===== config.mk =====
export PLATFORM = sky130hd
export DESIGN_NAME = bitmap_id_table
export DESIGN_NICKNAME = d
export VERILOG_FILES = /design/src/rtl/bidt_pkg.sv /design/src/rtl/bitmap_id_table.sv
export SDC_FILE = /design/constraint.sdc
export NUM_CORES = 2
export LEC_CHECK = 0
export ABC_AREA = 1
export BUFFER_PORTS_ARGS = -buffer_cell sky130_fd_sc_hd__buf_2
export CAP_MARGIN = 30
export CORE_MARGIN = 5
export CORE_UTILIZATION = 55
export DETAILED_ROUTE_END_ITERATION = 8
export PLACE_DENSITY_LB_ADDON = 0.15
export SYNTH_ARGS = -nofsm -noshare
export SYNTH_HDL_FRONTEND = slang
export SYNTH_SLANG_ARGS = --single-unit

===== constraint.sdc =====
create_clock -name clk_i -period 8.35 [get_ports clk_i]
set_clock_uncertainty 0.15 [all_clocks]
set_input_delay 0.835 -clock clk_i [delete_from_list [all_inputs] [get_ports clk_i]]
set_output_delay 0.835 -clock clk_i [all_outputs]
set_load 0.02 [all_outputs]

===== src/rtl/bidt_pkg.sv =====
`default_nettype none

package bidt_pkg;

  localparam int unsigned TableSize = 64;
  localparam int unsigned IdxW      = $clog2(TableSize);
  localparam int unsigned IdW       = 7;
  localparam int unsigned HandleW   = 32;

  typedef enum logic [1:0] {
    REQ_ADD    = 2'd0,
    REQ_LOOKUP = 2'd1,
    REQ_REMOVE = 2'd2,
    REQ_FIND   = 2'd3
  } req_type_e;

  typedef enum logic [1:0] {
    ST_OK    = 2'd0,
    ST_FULL  = 2'd1,
    ST_RANGE = 2'd2,
    ST_NONE  = 2'd3
  } status_e;

  typedef struct packed {
    req_type_e            req_type;
    logic [IdW-1:0]       slot_id;
    logic [HandleW-1:0]   handle_in;
  } req_t;

  typedef struct packed {
    status_e              status;
    logic [IdW-1:0]       id_out;
    logic [HandleW-1:0]   handle_out;
    logic                 present;
    logic                 space_left;
  } rsp_t;

  typedef struct packed {
    logic                 found;
    logic [IdxW-1:0]      idx;
  } pick_t;

endpackage

`default_nettype wire


===== src/rtl/bitmap_id_table.sv =====
// path: an accepted item passes the result stage (p_q) and then the output
//   register (out_q), which drives out_valid_o and out_rsp_o
// throughput: one item per cycle while the output side keeps taking results;
//   set by the registered read of the handle memory and the single result stage
// reset: rst_ni clears the occupancy map and all valid flags; the handle memory
//   is not reset, its entries are only read while their slot is occupied
`default_nettype none

module bitmap_id_table import bidt_pkg::*; (
  input  wire logic clk_i,
  input  wire logic rst_ni,
  input  wire logic in_valid_i,
  input  wire req_t in_req_i,
  output logic      in_stall_o,
  output logic      out_valid_o,
  output rsp_t      out_rsp_o,
  input  wire logic out_stall_i
);

  // lowest set bit of a map, as an index plus a found flag
  function automatic pick_t lowest_set(input logic [TableSize-1:0] v);
    logic [TableSize-1:0] onehot;
    pick_t                res;
    onehot    = v & (~v + TableSize'(1));
    res.found = |v;
    res.idx   = '0;
    for (int i = 0; i < TableSize; i++) begin
      res.idx = res.idx | (onehot[i] ? IdxW'(i) : '0);
    end
    return res;
  endfunction

  // occupancy map lives in flops, handles in a synchronous ram
  logic [TableSize-1:0] map_q, map_d;
  logic [HandleW-1:0]   mem [TableSize];
  logic [HandleW-1:0]   rdata_q;

  // result stage waiting for the ram read, then the output register
  logic p_valid_q, p_valid_d;
  rsp_t p_q;
  logic out_valid_q, out_valid_d;
  rsp_t out_q, out_d;

  logic                 in_acc;
  logic                 p_move;
  logic                 id_ok;
  logic [IdxW-1:0]      idx;
  logic [TableSize-1:0] find_vec;
  pick_t                free_pick;
  pick_t                find_pick;
  rsp_t                 rsp;
  logic                 mem_we;
  logic                 mem_re;

  // the result stage moves on whenever the output register is empty or drained
  assign p_move     = p_valid_q && (!out_valid_q || !out_stall_i);
  assign in_stall_o = p_valid_q && !p_move;
  assign in_acc     = in_valid_i && !in_stall_o;

  // one-based id check and slot index
  assign id_ok = (in_req_i.slot_id != '0) && (in_req_i.slot_id <= IdW'(TableSize));
  assign idx   = id_ok ? IdxW'(in_req_i.slot_id - IdW'(1)) : '0;

  // search spaces: free slots for add, occupied slots at or above idx for find-next
  assign find_vec  = map_q & ({TableSize{1'b1}} << idx);
  assign free_pick = lowest_set(~map_q);
  assign find_pick = lowest_set(find_vec);

  // operation decode, map update and ram control
  always_comb begin
    map_d  = map_q;
    rsp    = '0;
    mem_we = 1'b0;
    mem_re = 1'b0;
    rsp.status = ST_OK;
    case (in_req_i.req_type)
      REQ_ADD: begin
        if (!free_pick.found) begin
          rsp.status = ST_FULL;
        end else begin
          map_d[free_pick.idx] = 1'b1;
          rsp.id_out           = IdW'(free_pick.idx) + IdW'(1);
          mem_we               = in_acc;
        end
      end
      REQ_LOOKUP: begin
        if (!id_ok) begin
          rsp.status = ST_RANGE;
        end else if (map_q[idx]) begin
          rsp.present = 1'b1;
          mem_re      = in_acc;
        end
      end
      REQ_REMOVE: begin
        if (!id_ok) begin
          rsp.status = ST_RANGE;
        end else begin
          map_d[idx] = 1'b0;
        end
      end
      REQ_FIND: begin
        if (!id_ok) begin
          rsp.status = ST_RANGE;
        end else if (find_pick.found) begin
          rsp.id_out = IdW'(find_pick.idx) + IdW'(1);
        end else begin
          rsp.status = ST_NONE;
        end
      end
      default: begin
        rsp.status = ST_OK;
      end
    endcase
    rsp.space_left = ~&map_d;
  end

  // handle ram: write on add, registered read on a lookup hit; a write and a
  // read never target the same cycle since at most one item is taken per cycle
  always_ff @(posedge clk_i) begin
    if (mem_we) begin
      mem[free_pick.idx] <= in_req_i.handle_in;
    end
    if (mem_re) begin
      rdata_q <= mem[idx];
    end
  end

  always_comb begin
    p_valid_d = p_valid_q;
    if (in_acc) begin
      p_valid_d = 1'b1;
    end else if (p_move) begin
      p_valid_d = 1'b0;
    end
  end

  always_comb begin
    out_valid_d = out_valid_q;
    if (p_move) begin
      out_valid_d = 1'b1;
    end else if (!out_stall_i) begin
      out_valid_d = 1'b0;
    end
  end

  // the ram data joins the waiting result on its way out
  always_comb begin
    out_d            = p_q;
    out_d.handle_out = p_q.present ? rdata_q : '0;
  end

  always_ff @(posedge clk_i or negedge rst_ni) begin
    if (!rst_ni) begin
      map_q       <= '0;
      p_valid_q   <= 1'b0;
      out_valid_q <= 1'b0;
    end else begin
      if (in_acc) begin
        map_q <= map_d;
      end
      p_valid_q   <= p_valid_d;
      out_valid_q <= out_valid_d;
    end
  end

  // payload registers; rdata_q holds while the result stage waits since no
  // new item is taken then
  always_ff @(posedge clk_i) begin
    if (in_acc) begin
      p_q <= rsp;
    end
    if (p_move) begin
      out_q <= out_d;
    end
  end

  assign out_valid_o = out_valid_q;
  assign out_rsp_o   = out_q;

`ifndef SYNTH
  // a result waiting in the first stage carries the map's current free state
  a_space_left: assert property (@(posedge clk_i) disable iff (!rst_ni)
    p_valid_q |-> (p_q.space_left == ~&map_q))
    else $error("space_left does not match occupancy map");

  // an add that found room leaves its slot marked occupied
  a_add_sets: assert property (@(posedge clk_i) disable iff (!rst_ni)
    (in_acc && (in_req_i.req_type == REQ_ADD) && free_pick.found)
      |=> map_q[$past(free_pick.idx)])
    else $error("add did not set occupancy bit");

  // the input only stalls when both result registers are full and blocked
  a_stall_cause: assert property (@(posedge clk_i) disable iff (!rst_ni)
    in_stall_o |-> (p_valid_q && out_valid_q && out_stall_i))
    else $error("input stalled without a blocked result");

  // a handle is only returned for a lookup hit
  a_handle_hit: assert property (@(posedge clk_i) disable iff (!rst_ni)
    out_valid_o |-> (out_rsp_o.present || (out_rsp_o.handle_out == '0)))
    else $error("handle returned without a hit");
`endif

endmodule

`default_nettype wire

Word level (Yosys, flattened, before mapping). Memory sizes are Yosys's and may differ from the RTL's. A register that Yosys moved wholly into a read port is not among the register bits. Index checks and enable logic that the tools add are counted.

Add/subtract/negate cells: 5. $lt $le $gt $ge: 5. Eq/ne operators: 4. Shift-type cells: 1. Mux-type cells: 157. Bitwise logic cells: 133. Reduce and logical (&&, ||, !) cells: 20.

Operators by type and width (count): 6-bit two-way mux (65); 6-bit OR (62); 64-bit bitwise AND (4); 64-bit inverter (4); 5-bit two-way mux (32); 5-bit OR (30); 64-bit by 1-bit adder with 64-bit output, second input constant (2); 64-bit two-way mux (2); 64-bit case mux with 2 select lines (1); 64-bit OR reduction (2); 4-bit two-way mux (16); 64-bit OR (1); 64-bit AND reduction (1); 64-bit by 6-bit << shifter with 64-bit output, first input constant (1); 4-bit OR (14); 3-bit two-way mux (8); 7-bit two-way mux (3); 1-bit two-way mux (18); 3-bit OR (6); 6-bit by 1-bit adder with 7-bit output, second input constant (2); 6-bit by 7-bit < comparator with 1-bit output, second input constant (2); 2-bit two-way mux (7); 7-bit case mux with 2 select lines (1); 1-bit demux with 6-bit select (2); other kinds (22) (39).

Register bits after elaboration: 120. Bits in writable memories: 2048. Input port bits: 45. Output and inout port bits: 45. Word-level logic and storage cells: 338. Memories: 1.

Memories: mem (words 64, bits a word 32, rd ports 1, clocked after Yosys merged registers in 1, write ports 1, RTL line bitmap_id_table.sv:35) `logic [HandleW-1:0] mem [TableSize];`.

Depth between registers and ports, before layout.
Depth in word-level cells: 76. Mapped depth: 32. Mapped depth without buffers: 30.

Worst setup path before layout. OpenSTA, ideal clock, no wires.

Path type: input to register. From: input in_req_i[39] (netlist name). To: memory mem[26][0], enable pin. Setup time: 0.502 ns. Data arrival time: 5.530 ns. Data required time: 7.698 ns. Setup slack: 2.168 ns. Cell stages on the path: 11. Path buffers: 3. Cell sequence: inv_1 > ha_1 > clkbuf_1 > clkinv_1 > nor2_1 > clkbuf_1 > buf_1 > nand2_1 > inv_1 > nand2_1 > nor4_1.

Longest elaborated chain between the ends: 4.

RTL lines: start: declaration (RTL line bitmap_id_table.sv:13) `input wire req_t in_req_i,`; 2-bit zero test (RTL line bitmap_id_table.sv:76) `case (in_req_i.req_type)`; 1-bit two-way mux (RTL line bitmap_id_table.sv:76); 1-bit two-way mux (RTL line bitmap_id_table.sv:120) `if (mem_we) begin`; 1-bit two-way mux (implied by the code) (RTL line bitmap_id_table.sv:121) `mem[free_pick.idx] <= in_req_i.handle_in;`; end: declaration (RTL line bitmap_id_table.sv:35).

Every way passes these cells.

Worst setup path in the final report.
From: register map_q[14]. To: memory mem[35][16], enable pin.

Longest elaborated chain between the ends: 55. Elaborated cells on any way between the ends: 109. Classes of those cells: 1 x add/sub; 54 x mux; 53 x bitwise; 1 x reduce/logical.

RTL lines: start: declaration (RTL line bitmap_id_table.sv:34) `logic [TableSize-1:0] map_q, map_d;`; start signal: assignment (RTL line bitmap_id_table.sv:159) `map_q <= map_d;`; 64-bit inverter (*) (RTL line bitmap_id_table.sv:66) `assign free_pick = lowest_set(~map_q);`; 64-bit inverter (RTL line bitmap_id_table.sv:24) `onehot = v & (~v + TableSize'(1));`; 64-bit by 1-bit adder with 64-bit output (RTL line bitmap_id_table.sv:24); 64-bit bitwise AND (RTL line bitmap_id_table.sv:24); 4-bit two-way mux (RTL line bitmap_id_table.sv:28) `res.idx = res.idx | (onehot[i] ? IdxW'(i) : '0);`; 4-bit OR (2 in series) (RTL line bitmap_id_table.sv:28); 4-bit by 5-bit OR with 5-bit output (RTL line bitmap_id_table.sv:28); 5-bit OR (15 in series) (RTL line bitmap_id_table.sv:28); 5-bit by 6-bit OR with 6-bit output (RTL line bitmap_id_table.sv:28); 6-bit OR (31 in series) (RTL line bitmap_id_table.sv:28).

Every way passes the cells marked *; elsewhere a longest branch is shown, timed or not.

==> flow_summary.toml <==
[layout]
fin_nets = 7253
areaGrowthSynthToFinish_pct = 12.0
post-route-util_pct = 62.1
drive_gt1_share_pct = 11.2

[synth]
netlist_instances = 7080
synth_top_cell_area_share_pct = 71.0
synth-main-ff-cell = "edfxtp_1"
syn_nets = 7133
synth.cell_area_um2 = 90300
syn_area_per_cell_um2 = 12.8
synth_area_leaders = "edfxtp_1, nand2_1, nor2_1"
synth_warnings = 0
synth_area_leader_cell = "edfxtp_1"
async_flop_share_pct = 3.00
ys_ff_latch = 2200
yosys.cell_types.count = 64
seq_area_frac_synth_pct = 72.8
synth-edff-count = 2134

[critical_path]
rr_startpoint = "map_q[14]"
crit_type = "register to register"
critPathLaunch = "map_q[14]"
crit_path_start_kind = "register"
r2r_end = "mem[35][16]"
cpMostUsedCell = "nand2_1"
endpoint = "mem[35][16]"
crit_fanout = 31
path_cells = "nand2_1 > nor3_1 > nand2_1 > nor2_1 > nand3_1 > inv_1 > nand4_1 > nand4_1 > nor2_1 > nand2_1 > nand3_2 > nor2_1 > nand2_1 > nor2_4 > buf_4"
cpMaxStageDelayCell = "dfrtp_1"
ff2ff_setup_slack_ns = 2.31
cp_slowest_stage_delay_ns = 0.75
cp.arrival_ns = 6.39
crit_required_ns = 8.70
end_kind = "register"
rr_worst_depth = 15

[cts]
cts_resized = 0
insertion_delay_ns = 0.89
numClockSinks = 2200
clkTransAtPathRegs_ns = 0.07
cts_max_level = 4
cts.path.max_buffers = 3
cts_root_buf = "clkbuf_16"
cts_made_buffers = 209
cts_tree = "done"

[floorplanning]
core_um2 = 163000
die_area_um2 = 172000
rows = 148
start_util_pct = 55.4
die_h_um = 415
pin_count = 90
die_x_um = 415

[detailed_routing]
num_vias = 63000
dr.pass1.iters = 6
wirelength_um = 326000
drtAntennaViolNets = 0
drtIter0Drc = 10300
post_drt_wl_per_cell_um = 34.1
drc = 0
via_per_inst = 6.59

[global_route]
gr-usage-all-layers_pct = 37.3
antenna_found_initial = 8
grt-ovfl-total = 0
grt_max_degree = 115
grt_pass1_vias = 59100
grt_pass1_wl_um = 456000

[pwr]
vdd_drop_max_mv = 0.322
power_density_nw_per_um2 = 242
power.leakage_nw = 34.6

[outcome]
status = "complete, no violations"

[timing]
rsz0062_at_grt = "false"
max_slew_margin_pct = 28.0
finalSetupViolations = 0
tightestPinTransition_ns = 1.07
totalNegativeSetupSlack_ns = 0
drv_slew = 0
holdWs_ns = 0.147
fin_ws_ns = 2.31
fmax_mhz = 166
post-route-period-util_pct = 72.3
finalHoldViolCount = 0
post-route-min-period_ns = 6.04

[placement]
place_congestion = 0.995
io_buffers = 89
post-place-ws_ns = 1.99
hpwl_um = 196000

[worst_hold_path]
hold_class = "input pin to register"
min_path_cells = 3

[flow_run]
cap_violations = 0
## state kept, by name (all words and copies together), names as in the netlist
signal and count:
out_d 11, out_valid_o 1, p_valid_q 1, mem 2048, out_rsp_o 43, rdata_q 32
map_q 64
## cell usage after synthesis (24+ instances only)
library cell,n
a21oi_1,279
a22o_1,188
nor3_1,121
buf_1,73
a31oi_1,42
inv_1,357
nand3_1,234
clkbuf_1,265
edfxtp_1,2134
dfrtp_1,66
nor2_1,627
or2_2,43
a221oi_1,209
o2111ai_1,47
nand4_1,193
o211ai_1,48
nor2_2,24
buf_2,34
nor4_1,32
o21ai_0,405
nand2_1,1305
a22oi_1,82
## worst min path at each step
stage,start,endpoint,slack [ns]
after floorplan,out_d[0],out_rsp_o[0],0.25
after detailed placement,out_d[35],out_rsp_o[35],0.26
final,out_stall_i,out_valid_o,0.15
after global placement,out_d[39],out_rsp_o[39],0.26
after CTS,out_stall_i,out_valid_o,0.12
after global routing,out_stall_i,out_valid_o,0.15
## critical path: cells and delay by family (launching register included)
family	cells	cell delay (ns)
and+or+nand+nor	13	3.88
buffers and inverters	2	0.81
DFF	1	0.75
## power breakdown
group	switching, mW	leakage (nW)	total, mW	internal (mW)
clock	4.21	3.33	9.49	5.28
sequential	0.289	20.1	12.5	12.2
combinational	1.89	11.2	2.48	0.584
total	6.39	34.6	24.5	18.1
## repair_timing
| action | in CTS | in global routing |
|---|---|---|
| buffers inserted | 0 | 0 |
| hold buffers | 1 | 0 |
| setup endpoints to repair | 0 | 0 |
| endpoints found under the hold margin | 16 | 0 |
## cell type report
cell class | instances | area, um2
Antenna cell | 2 | 5.00
Clock buffer | 257 | 5440
Clock inverter | 134 | 1410
Fill cell | 12400 | 61800
Inverter | 371 | 1410
Multi-Input combinational cell | 4117 | 22000
Sequential cell | 2200 | 65700
Tap cell | 2175 | 2720
Timing Repair Buffer | 301 | 2400
## metal layers
metal  vias up  share of wire, %  global-route usage [%]
met1     31300                39                    54.3
met5         -            0.0043                       0
met3       651                14                    10.6
met4         2               4.1                    13.2
li1      26600                 -                       -
met2      4488                43                    54.2
## per-stage QoR
stage,cell area [um2],power [mW],instances
after detailed placement,94200,15.1,9161
after CTS,101000,24.4,9553
after global placement,94100,15.1,9147
after global routing,101000,25.2,9555
final,101000,24.5,9557
after floorplan,90300,13.9,7080
## logic make-up after synthesis
kind of cell               after synthesis  synth area share (%)
buffers and inverters                  763                  3.33
AOI/OAI and AO/OA                     1432                  10.7
and+or+nand+nor                       2677                  13.1
DFF                                   2200                  72.8
adders and majority gates                8                 0.111
## cell usage in the layout, fill, tap and decap left out, types with 10 or more instances in the layout
cell type,netlist,layout
edfxtp_1,2134,2134
nand2_1,1305,1304
nor2_1,627,610
o21ai_0,405,404
inv_1,357,353
a21oi_1,279,278
nand3_1,234,234
clkbuf_16,0,210
a221oi_1,209,209
nand4_1,193,193
a22o_1,188,188
buf_4,6,177
buf_2,34,92
a22oi_1,82,82
nor3_1,121,71
dfrtp_1,66,66
clkinv_1,6,57
nor3_2,5,52
o211ai_1,48,48
o2111ai_1,47,47
clkbuf_1,265,46
or2_2,43,43
a31oi_1,42,42
clkinv_2,0,41
nor2_4,13,28
nor2_2,24,26
buf_12,0,26
nor4_1,32,23
a41oi_1,23,23
nand2_2,20,20
bufinv_16,0,20
nand3b_1,16,16
o22ai_1,15,15
nand3_2,15,14
a2111o_1,14,14
inv_2,8,10
a21o_1,10,10
Power figures use the tool's default switching activity.
